--- src/rtl/core/cdsq_pkg.sv ---
// ----------------------------------------------------------------------------
// cdsq_pkg
// Types and constants shared by the subchannel Q frame generator.
// ----------------------------------------------------------------------------
package cdsq_pkg;

  localparam int MaxTracksDefault = 99;
  localparam logic CmdLoad  = 1'b0;
  localparam logic CmdQuery = 1'b1;
  localparam logic [6:0] RegFirstTrack = 7'd0;
  localparam logic [6:0] RegTrackCount = 7'd1;
  localparam logic [23:0] MsfLimit = 24'd450000;

  typedef struct packed {
    logic        command;
    logic [6:0]  track_slot;
    logic [18:0] start_sector;
    logic [12:0] pregap_len;
    logic [12:0] data_pregap_len;
    logic [18:0] body_len;
    logic [12:0] postgap_len;
    logic        is_data;
    logic signed [19:0] sector_addr;
  } in_word_t;

  typedef struct packed {
    logic [7:0]  q_control_adr;
    logic [7:0]  q_track_bcd;
    logic        q_index_bcd;
    logic [7:0]  rel_minute;
    logic [6:0]  rel_second;
    logic [6:0]  rel_frame;
    logic [7:0]  abs_minute;
    logic [6:0]  abs_second;
    logic [6:0]  abs_frame;
    logic [15:0] q_crc;
    logic        pause_flag;
    logic        track_found;
  } out_word_t;

  // Controller to datapath.
  typedef struct packed {
    logic load;      // write table entry from the input word
    logic capture;   // latch the query word
    logic rd;        // issue table read for the current walk slot
    logic check;     // compare registered read data against the address
    logic adv;       // step the walk counter
    logic prev_rd;   // read the preceding track's data flag
    logic form;      // compute times from the matched entry
    logic msf;       // one step of the sector to MSF split
    logic crc;       // one byte of the CRC
    logic emit;      // drive the result strobe
  } ctl_t;

  typedef struct packed {
    logic walk_done;
    logic hit;
    logic msf_done;
    logic crc_done;
  } sts_t;

  function automatic logic [7:0] to_bcd(input logic [6:0] v);
    logic [14:0] p;
    logic [3:0]  t;
    logic [6:0]  r;
    // Multiplying by 205/2048 gives the tens digit for every value up to 99.
    p = 15'(v) * 15'd205;
    t = p[14:11];
    r = v - 7'(t) * 7'd10;
    return {t, r[3:0]};
  endfunction

endpackage

--- src/rtl/core/cdsq_ctrl.sv ---
// ----------------------------------------------------------------------------
// cdsq_ctrl
// Sequencer for load, track walk, MSF split, CRC and result.
// ----------------------------------------------------------------------------
module cdsq_ctrl (
  input  logic               clk,
  input  logic               rst,
  input  logic               start,
  input  logic               command,
  input  cdsq_pkg::sts_t     sts,
  output logic               busy,
  output cdsq_pkg::ctl_t     ctl
);

  typedef enum logic [2:0] {
    S_IDLE, S_RD, S_CHK, S_PREV, S_FORM, S_MSF, S_CRC, S_EMIT
  } state_t;

  state_t state;

  always_comb begin
    ctl = '0;
    ctl.load    = (state == S_IDLE) && start && command == cdsq_pkg::CmdLoad;
    ctl.capture = (state == S_IDLE) && start && command == cdsq_pkg::CmdQuery;
    ctl.rd      = (state == S_RD);
    ctl.check   = (state == S_CHK);
    ctl.adv     = (state == S_CHK);
    ctl.prev_rd = (state == S_PREV);
    ctl.form    = (state == S_FORM);
    ctl.msf     = (state == S_MSF);
    ctl.crc     = (state == S_CRC);
    ctl.emit    = (state == S_EMIT);
  end

  assign busy = (state != S_IDLE);

  always_ff @(posedge clk) begin
    if (rst) begin
      state <= S_IDLE;
    end else begin
      unique case (state)
        S_IDLE: if (ctl.capture) state <= S_RD;
        S_RD: begin
          // A capture with an empty table lands here with the walk finished.
          if (sts.walk_done) begin
            if (sts.hit) state <= S_PREV;
            else state <= S_EMIT;
          end else begin
            state <= S_CHK;
          end
        end
        S_CHK:  state <= S_RD;
        S_PREV: state <= S_FORM;
        S_FORM: state <= S_MSF;
        S_MSF:  if (sts.msf_done) state <= S_CRC;
        S_CRC:  if (sts.crc_done) state <= S_EMIT;
        S_EMIT: state <= S_IDLE;
        default: state <= S_IDLE;
      endcase
    end
  end

endmodule

--- config.mk ---
export PLATFORM = sky130hd
export DESIGN_NAME = cdsq_ctrl
export DESIGN_NICKNAME = d
export VERILOG_FILES = /design/src/rtl/core/cdsq_pkg.sv /design/src/rtl/core/cdsq_ctrl.sv
export SDC_FILE = /design/constraint.sdc
export NUM_CORES = 1
export LEC_CHECK = 0
export BUFFER_PORTS_ARGS = -buffer_cell sky130_fd_sc_hd__buf_2
export CAP_MARGIN = 15
export CORE_AREA = 2 2 39 41
export CTS_CLUSTER_DIAMETER = 150
export CTS_CLUSTER_SIZE = 10
export DETAILED_ROUTE_END_ITERATION = 8
export DIE_AREA = 0 0 41 43
export PLACE_DENSITY = 0.58
export SYNTH_ARGS = -nofsm -noshare
export SYNTH_HDL_FRONTEND = slang
export SYNTH_SLANG_ARGS = --single-unit
--- constraint.sdc ---
create_clock -name clk -period 1.1 [get_ports clk]
set_input_delay 0.33 -clock clk [delete_from_list [all_inputs] [get_ports clk]]
set_output_delay 0.33 -clock clk [all_outputs]
set_load 0.01 [all_outputs]
Word level (Yosys, flattened, before mapping)

Cells that the tools add are included.
W data, S select, Z words.

Register bits after elaboration: 3
Latch bits: 0
Memory bits (writable): 0
ROM bits: 0
Bits of input ports: 8
Output and inout bits: 11
Memories: 0

Add/subtract/negate cells: 0
$mul: 0
Div/mod/pow operators: 0
$lt $le $gt $ge: 0
Equal/unequal tests: 10
Shift operators: 0
Multiplexer cells: 6
Bitwise logic cells: 1
Reduce and logical (&&, ||, !) cells: 6

Operators by type and width:

| kind                 | number |
|---|---|
| $pmux W3 S8          | 1 |
| $mux W3              | 5 |
| $eq A3 B3 Y1 const B | 4 |
| $eq A3 B2 Y1 const B | 2 |
| $ne A2 B2 Y1 const B | 3 |
| $eq A3 B1 Y1 const B | 1 |
| $logic_and A1 B1 Y1  | 3 |
| $logic_not A3 Y1     | 1 |
| $reduce_and A3 Y1    | 1 |
| $reduce_bool A3 Y1   | 1 |
| $not A1 Y1           | 1 |

Depth between registers and ports, before layout

Gate-level depths: netlist (run 1).

Depth after elaboration: 5
Depth in mapped cells: 4
Gate-level depth less buffers: 3

Worst setup path before layout (run 1)

No wires, ideal clock.

Kind: register to output
Start: reg state[1]
End: out ctl[6] (netlist bit)
Arrival time: 1.022 ns
Required time: 0.770 ns
Slack: -0.252 ns
Stages on the path, launching flop included: 4
Buffers on the path: 2
Path through: dfxtp_1 buf_4 nor3b_1 buf_4

RTL lines:

| what                   | line            | text |
|---|---|---|
| start, declared        | cdsq_ctrl.sv:19 | `state_t state;` |
| start signal, assigned | cdsq_ctrl.sv:39 | `state <= S_IDLE;` |
| start signal, assigned | cdsq_ctrl.sv:42 | `S_IDLE: if (ctl.capture) state <= S_RD;` |
| start signal, assigned | cdsq_ctrl.sv:46 | `if (sts.hit) state <= S_PREV;` |
| end, declared          | cdsq_ctrl.sv:12 | `output cdsq_pkg::ctl_t ctl` |

==> metrics.cfg, run 1 <==
[power]
ir_worst_vdd_v = 0.0004963
p_leak_nw = 0.2580
power_density_nw_per_um2 = 1081
p_total_mw = 0.5439

[hold_path]
hold_path.class = input pin to register
hold_path.startpoint = rst
whs_endpoint = state[1]
hold-path-cell-count = 2

[timing]
fin_crit_sh = 1.329
fin_ws_ns = -0.3616
worst_pin_slew_ns = 0.2133
hold_viol = 0
drv_slew = 0
period_needed_ns = 1.462
slew_headroom = 0.8567
max_clock_freq_mhz = 684.2
hold_slack_ns = 0.2922
setup-violations-final = 12
rsz0062_at_grt = yes
skew_ns = 0.008685

[setup_path]
worst_ep_arrival_time_ns = 1.13
r2r-start = state[0]
r2r-end = state[0]
startpoint_type = register
critPathMaxFanout = 6
end_kind = output pin
criticalPathCategory = register to output pin
required_ns = 0.77
rr_worst_depth = 4
r2r_setup_slack_ns = -0.01

[layout]
postLayoutCellArea_um2 = 503.0
top_regs = state (3)
final_layout_size_suffix_gt1_frac = 0.7097
largest_reg_flops = 3
nFillCells = 150
final_cells = 78
syn_to_final_growth_pct = 92.34
num_antenna_cells = 0
top_register = state
nets = 71

[logic_synthesis]
yosys.area.top_type = dfxtp_1
synthCells = 34
syn-cell-area_um2 = 261.5
synth_top_area_frac = 0.2297
synth_area_leaders = dfxtp_1, and3_1, a21oi_1, buf_4, nor2b_4
synth_seq_cells = 3
synth_nets = 42
synth_area_per_cell_um2 = 7.691
synth-edff-count = 0
synth-main-ff-cell = dfxtp_1
ys_seq_area_frac = 0.2297
synth-async-reset-ratio = 0
yosysUniqueCellTypes = 22
ys_warn_count = 0

[global_route]
first_global_vias = 324
antenna_found_initial = 0
grt-ovfl-total = 0
grt_util_all_layers = 0.1215
grt_start_max_net_pins = 8
grt_pass1_wl_um = 1414

[place]
io_buffers = 18
routabilityCongestion = 0.8195
dp_hpwl_um = 641.6
placed_area_um2 = 425.4
place_inst = 73

[status]
violations = negative setup slack
outcome = finished, violations left

[floorplanning]
start_util = 0.1890
ios = 19
core_area_um2 = 1384
die_h_um = 43
placementRows = 14
die_area_um2 = 1763
die_width_um = 41

[route]
vias = 339
ant_nets = 0
post_drt_wl_per_cell_um = 11.28
vias_per_cell = 4.346
drc = 0
dr.first_iter.drc_count = 1
drt-total-wl_um = 880
drt_pass1_iterations = 2

[clock_network]
clkLatencyLatePin_ns = 0.24
cts_tree = done
cts_root_buf = clkbuf_4
h-tree-depth = 1
clkTransAtPathRegs_ns = 0.04
clkSinkCount = 3
clk_path_buf_depth = 2
cts_made_buffers = 3

[flow_run]
cap_violations = 0

-- through the flow --
stage,utilization,TNS [ns],setup slack (ns)
detailed placement,0.3074,-1.250,-0.1488
finish,0.3635,-3.339,-0.3616
floorplan,-,-0.1476,-0.05259
global route,0.3635,-3.947,-0.3995
global placement,0.3074,-0.9264,-0.1372
CTS,0.3571,-3.375,-0.3527
-- power by group --
part	internal, mW	total, mW	switching [mW]	leakage (nW)
registers	0.119	0.140	0.0213	0.0267
logic	0.111	0.202	0.0905	0.216
clock network	0.137	0.202	0.0655	0.0150
-- routing by layer --
metal | vias to the layer above | share of wire | GRT usage
met2 | 12 | 0.52 | 0.1719
met1 | 154 | 0.39 | 0.1479
met4 | 0 | 0.041 | 0.08667
met5 | - | 0 | 0
met3 | 4 | 0.050 | 0.03665
li1 | 169 | - | -
-- synth_stat cells (all sizes together) (2+ instances only) --
cell	instances
inv	3
or2	2
dfxtp	3
and3	3
a21oi	4
a211oi	2
buf	3
nand2	2
nor3	3
and2	2
nor2b	2
o21ai	2
-- cell families after synthesis --
kind of cell    after synthesis  synth area share
compound gates                8            0.2057
buf+inv                       6            0.1435
flops                         3            0.2297
simple gates                 17            0.4211
-- worst max path at each step --
stage | start | endpoint | slack, ns
global placement | state[0] | ctl[7] | -0.14
detailed placement | state[0] | ctl[2] | -0.15
floorplan | state[1] | ctl[6] | -0.05
finish | state[0] | ctl[8] | -0.36
global route | state[0] | ctl[9] | -0.40
CTS | state[0] | ctl[8] | -0.35
-- critical path, cell delays in order (launching register included) --
cell and delay, ns:
dfxtp_4 0.36, nor3_4 0.23, and3_1 0.18, buf_2 0.12
-- placed cells by master (no fill, tap or decap), types with 2 or more instances in the layout --
master,n
buf_2,17
buf_6,5
buf_4,5
and3_1,3
clkbuf_4,3
dfxtp_4,3
nand2_1,2
or2_1,2
inv_2,2
a21oi_1,2
a21oi_2,2
-- cell type report --
| cell class | instances | area [um2] | area share |
|---|---|---|---|
| flip-flops and latches | 3 | 71.32 | 0.1418 |
| multi-input cells | 25 | 195.2 | 0.3881 |
| inverters | 3 | 11.26 | 0.02239 |
| repair buffers | 27 | 178.9 | 0.3557 |
| well taps | 16 | 20.02 | 0.03980 |
| clock buffers | 4 | 26.28 | 0.05224 |
-- what timing repair did --
item	4_1_cts	5_1_grt
pin swaps	7	3
gates resized for setup	10	4
buffers inserted	3	1
hold buffers	0	0
setup endpoints to repair	12	13
Power figures use the tool's default switching activity.
==> run 2, diff against run 1 <==
Settings changed: ABC_AREA set to 1, BUFFER_PORTS_ARGS -buffer_cell sky130_fd_sc_hd__buf_2 to not set, CORE_AREA 2 2 39 41 to not set, CORE_UTILIZATION set to 24, CTS_BUF_LIST set to sky130_fd_sc_hd__clkbuf_4, DIE_AREA 0 0 41 43 to not set, DONT_BUFFER_PORTS set to 1, PLACE_DENSITY 0.58 to 0.5.
==> metrics.cfg, run 2 <==
[status]
outcome = finished, violations left
violations = negative setup slack

[logic_synthesis]
synthCells = 51
ys_seq_area_frac = 0.1882
synth-async-reset-ratio = 0
synth_nets = 59
synth-main-ff-cell = dfxtp_1
synth_seq_cells = 3
ys_top_cells_by_count = nor2_1, inv_1, nand2_1, inv_2
yosysUniqueCellTypes = 21
syn-cell-area_um2 = 319.1
synth_top_area_frac = 0.1882
ys_warn_count = 0
synth-edff-count = 0
yosys.area.top_type = dfxtp_1
synth_area_per_cell_um2 = 6.256
synth_area_leaders = dfxtp_1, nor2_1, inv_1, buf_6, nand3_2
synth_most_common_cell = nor2_1

[clock_network]
ctsHoldBuffers = 0
cts_tree = done
cts_root_buf = clkbuf_4
clk_path_buf_depth = 2
clkSinkCount = 3
clkLatencyLatePin_ns = 0.24
cts_made_buffers = 3
h-tree-depth = 1
clkTransAtPathRegs_ns = 0.04

[route]
ant_nets = 0
drc = 0
vias = 361
dr.first_iter.drc_count = 5
post_drt_wl_per_cell_um = 11.63
drt-total-wl_um = 919
vias_per_cell = 4.570
drt_pass1_iterations = 2

[setup_path]
criticalPathCategory = register to output pin
rr_worst_depth = 8
critPathMaxFanout = 4
max_stage_delay_ns = 0.36
cp_cell_sequence = nor3_4 -> nand2_2 -> nor2_4
worst_ep_arrival_time_ns = 1.04
startpoint_type = register
end_kind = output pin
required_ns = 0.77
crit_slowest_cell = dfxtp_4

[global_route]
first_global_vias = 320
grt_start_max_net_pins = 8
antenna_found_initial = 0
grt-ovfl-total = 0
grt_util_all_layers = 0.1262
grt_pass1_wl_um = 1269

[timing]
max_clock_freq_mhz = 732.1
drv_slew = 0
fin_ws_ns = -0.2660
rsz0062_at_grt = yes
setup-violations-final = 12
skew_ns = 0.007860
hold_viol = 0
slew_headroom = 0.8264
fin_crit_sh = 1.242
period_needed_ns = 1.366
worst_pin_slew_ns = 0.2595
hold_slack_ns = 0.1552
fin_setup_tns_ns = -2.222

[power]
power.switching_mw = 0.8045
swShare = 0.4745
seqPwrFrac = 0.184
power_density_nw_per_um2 = 2920
p_leak_nw = 0.2636
ir_worst_vdd_v = 0.001064
p_int_mw = 0.8909
power.share.clock = 0.132
power_frac_comb = 0.684

[layout]
syn_to_final_growth_pct = 81.96
nets = 74
final_layout_size_suffix_gt1_frac = 0.7231
final_cell_mix = buf_4, nor2_4, inv_1, buf_6
largest_reg_flops = 3
top_regs = state (3)
layout_commonest_cell = buf_4
num_antenna_cells = 0
top_register = state

[place]
dp_hpwl_um = 557.3
routabilityCongestion = 0.7948
io_buffers = 0
dp_worst_setup_slack_ns = -0.07375

[floorplanning]
die_h_um = 38.46
die_width_um = 38.46
placementRows = 12
core_area_um2 = 1171
die_area_um2 = 1479
ios = 19
start_util = 0.2724

[hold_path]
hold_path.class = input pin to register
hold-path-cell-count = 1

[flow_run]
cap_violations = 0

-- run 2: cell count changes in the layout (fill, tap and decap cells not counted), moves of 3 or more --
| cell | before | now |
|---|---|---|
| buf_2 | 17 | 0 |
| nor2_4 | 0 | 5 |
| inv_1 | 1 | 5 |
| nand2_2 | 0 | 4 |
| nor2_1 | 0 | 4 |
| and3_1 | 3 | 0 |
| buf_4 | 5 | 8 |
| inv_6 | 0 | 3 |
-- run 2: final cells by class --
type                            count  area [um2]
Tap cell                           14       17.52
Inverter                           11       56.30
Timing Repair Buffer               13       116.4
Sequential cell                     3       71.32
Fill cell                         122       590.6
Multi-Input combinational cell     34       289.0
Clock buffer                        4       30.03
-- run 2: final timing paths --
path                                from        to  slack [ns]
worst max-delay path            state[2]    ctl[9]       -0.27
worst min-delay path                 rst  state[2]        0.16
worst max register to register  state[2]  state[0]       -0.02
worst min register to register  state[0]  state[0]        0.56
-- run 2: worst max-delay path, delay by kind of cell, from the launching register on --
kind,cells,cell delay (ns)
simple gates,3,0.44
flops,1,0.36
-- run 2: repair_timing --
item                                    4_1_cts  5_1_grt
gates resized for setup                      21       18
endpoints found under the setup margin       14       13
pin swaps                                     6       10
setup buffers                                 2        6
-- run 2: logic make-up (layout without fill, tap and decap cells) --
logic type | after synthesis | in the layout | synth area share
compound gates | 5 | 5 | 0.09412
buf+inv | 14 | 28 | 0.2235
simple gates | 28 | 28 | 0.4667
xor+xnor | 1 | 1 | 0.02746
flops | 3 | 3 | 0.1882
-- run 2: metrics by stage --
| stage | cells | cell area (um2) | util | total power [mW] |
|---|---|---|---|---|
| 6_report | 79 | 580.6 | 0.4957 | 1.695 |
| 5_1_grt | 79 | 580.6 | 0.4957 | 1.838 |
| 4_1_cts | 73 | 474.2 | 0.4049 | 1.357 |
| 3_5_place_dp | 67 | 360.3 | 0.3077 | 0.8748 |
| 3_3_place_gp | 67 | 360.3 | 0.3077 | 0.8856 |
| 2_1_floorplan | 51 | 335.3 | - | 0.7955 |
-- run 2: power groups by stage --
stage | registers (mW) | clock network [mW] | logic (mW)
4_1_cts | 0.297 | 0.228 | 0.833
3_3_place_gp | 0.260 | 0 | 0.626
6_report | 0.312 | 0.224 | 1.16
5_1_grt | 0.324 | 0.253 | 1.26
3_5_place_dp | 0.259 | 0 | 0.616
2_1_floorplan | 0.196 | 0 | 0.600
-- run 2: per-layer routing --
| layer | routed length [um] | global-route usage | vias to the layer above |
|---|---|---|---|
| li1 | - | - | 190 |
| met1 | 366 | 0.1319 | 157 |
| met2 | 496 | 0.2288 | 14 |
| met3 | 57 | 0.07558 | 0 |
| met4 | 0 | 0 | 0 |
| met5 | 0 | 0 | - |
==> run 3, diff against run 2 <==
Settings changed: CTS_CLUSTER_DIAMETER 150 to not set, PLACE_DENSITY 0.5 to 0.49.
Clock period 1.1 ns to 1.3 ns, I/O delays scaled along.
==> metrics.cfg, run 3 (same netlist as run 2, synthesis figures left out) <==
[status]
outcome = finished, violations left
violations = negative setup slack

[route]
drt-total-wl_um = 911
post_drt_wl_per_cell_um = 11.83
vias = 358
drt_pass1_iterations = 4
ant_nets = 0
vias_per_cell = 4.649
dr.first_iter.drc_count = 10
drc = 0

[floorplanning]
die_h_um = 38.46
die_area_um2 = 1479
placementRows = 12
ios = 19
core_area_um2 = 1171
start_util = 0.2724
die_width_um = 38.46

[timing]
hold_viol = 0
skew_ns = 0.006207
period_needed_ns = 1.446
max_clock_freq_mhz = 691.4
setup-violations-final = 10
fin_setup_tns_ns = -1.039
rsz0062_at_grt = yes
fin_ws_ns = -0.1463
fin_crit_sh = 1.113
hold_slack_ns = 0.2093
slew_headroom = 0.8369
drv_slew = 0
worst_pin_slew_ns = 0.2420

[hold_path]
hold_path.class = input pin to register
hold-path-cell-count = 1

[power]
p_leak_nw = 0.2511
ir_worst_vdd_v = 0.0008788
power_density_nw_per_um2 = 2454

[place]
io_buffers = 0
routabilityCongestion = 0.7515
dp_hpwl_um = 569.2

[global_route]
grt_pass1_wl_um = 1221
grt_util_all_layers = 0.1193
grt-ovfl-total = 0
first_global_vias = 299
antenna_found_initial = 0
grt_start_max_net_pins = 8

[clock_network]
clkLatencyLatePin_ns = 0.24
clk_path_buf_depth = 2
cts_root_buf = clkbuf_4
cts_tree = done
clkSinkCount = 3
clkTransAtPathRegs_ns = 0.04
h-tree-depth = 1
cts_made_buffers = 3

[layout]
final_layout_size_suffix_gt1_frac = 0.5873
largest_reg_flops = 3
nets = 72
syn_to_final_growth_pct = 62.75
nFillCells = 131
num_antenna_cells = 0
top_register = state
top_regs = state (3)
final_cell_mix = inv_1, buf_6, nor2_1, buf_4
fin_util = 0.4434

[flow_run]
cap_violations = 0

[setup_path]
startpoint_type = register
critPathMaxFanout = 6
worst_ep_arrival_time_ns = 1.06
rr_worst_depth = 7
criticalPathCategory = register to output pin
required_ns = 0.91
end_kind = output pin

-- run 3: changes by cell type in the layout (fill, tap and decap cells not counted), sizes merged --
cell  change
buf       -2
-- run 3: area by class of cell --
type | instances | area [um2] | share of cell area
Multi-Input combinational cell | 34 | 244.0 | 0.4699
Timing Repair Buffer | 11 | 105.1 | 0.2024
Sequential cell | 3 | 71.32 | 0.1373
Inverter | 11 | 51.30 | 0.09880
Clock buffer | 4 | 30.03 | 0.05783
Tap cell | 14 | 17.52 | 0.03373
-- run 3: per-stage QoR --
stage               instances  power (mW)  setup WS [ns]  cell area (um2)
global placement           68      0.7342       0.006175            356.6
detailed placement         68      0.7312        0.01431            356.6
finish                     77       1.274        -0.1463            519.2
CTS                        75       1.167        -0.1527            476.7
floorplan                  51      0.6470        0.04525            324.1
global route               77       1.354        -0.1910            519.2
-- run 3: power by group --
part	internal [mW]	switching [mW]	total [mW]
clock network	0.136	0.0495	0.185
registers	0.160	0.115	0.275
logic	0.381	0.433	0.814
-- run 3: worst max-delay path: stages (launching register included) --
cell and delay [ns]:
dfxtp_4 0.37, nor3_4 0.22, nand2_2 0.12, nor2_4 0.12
-- run 3: worst paths after layout --
path         startpoint  endpoint  slack (ns)
min                 rst  state[2]        0.21
max reg2reg    state[2]  state[0]        0.19
max            state[1]    ctl[9]       -0.15
min reg2reg    state[0]  state[0]        0.55
-- run 3: what timing repair did --
action / CTS / global route
pin swaps: 5 / 4
endpoints found under the setup margin: 11 / 11
setup buffers: 3 / 2
gates resized for setup: 22 / 7
hold buffers: 0 / 0
-- run 3: routing by layer --
metal  wire [um]  GRT usage
met1         317     0.1294
met2         486     0.2203
met3         108    0.04070
met4           0    0.02586
met5           0          0
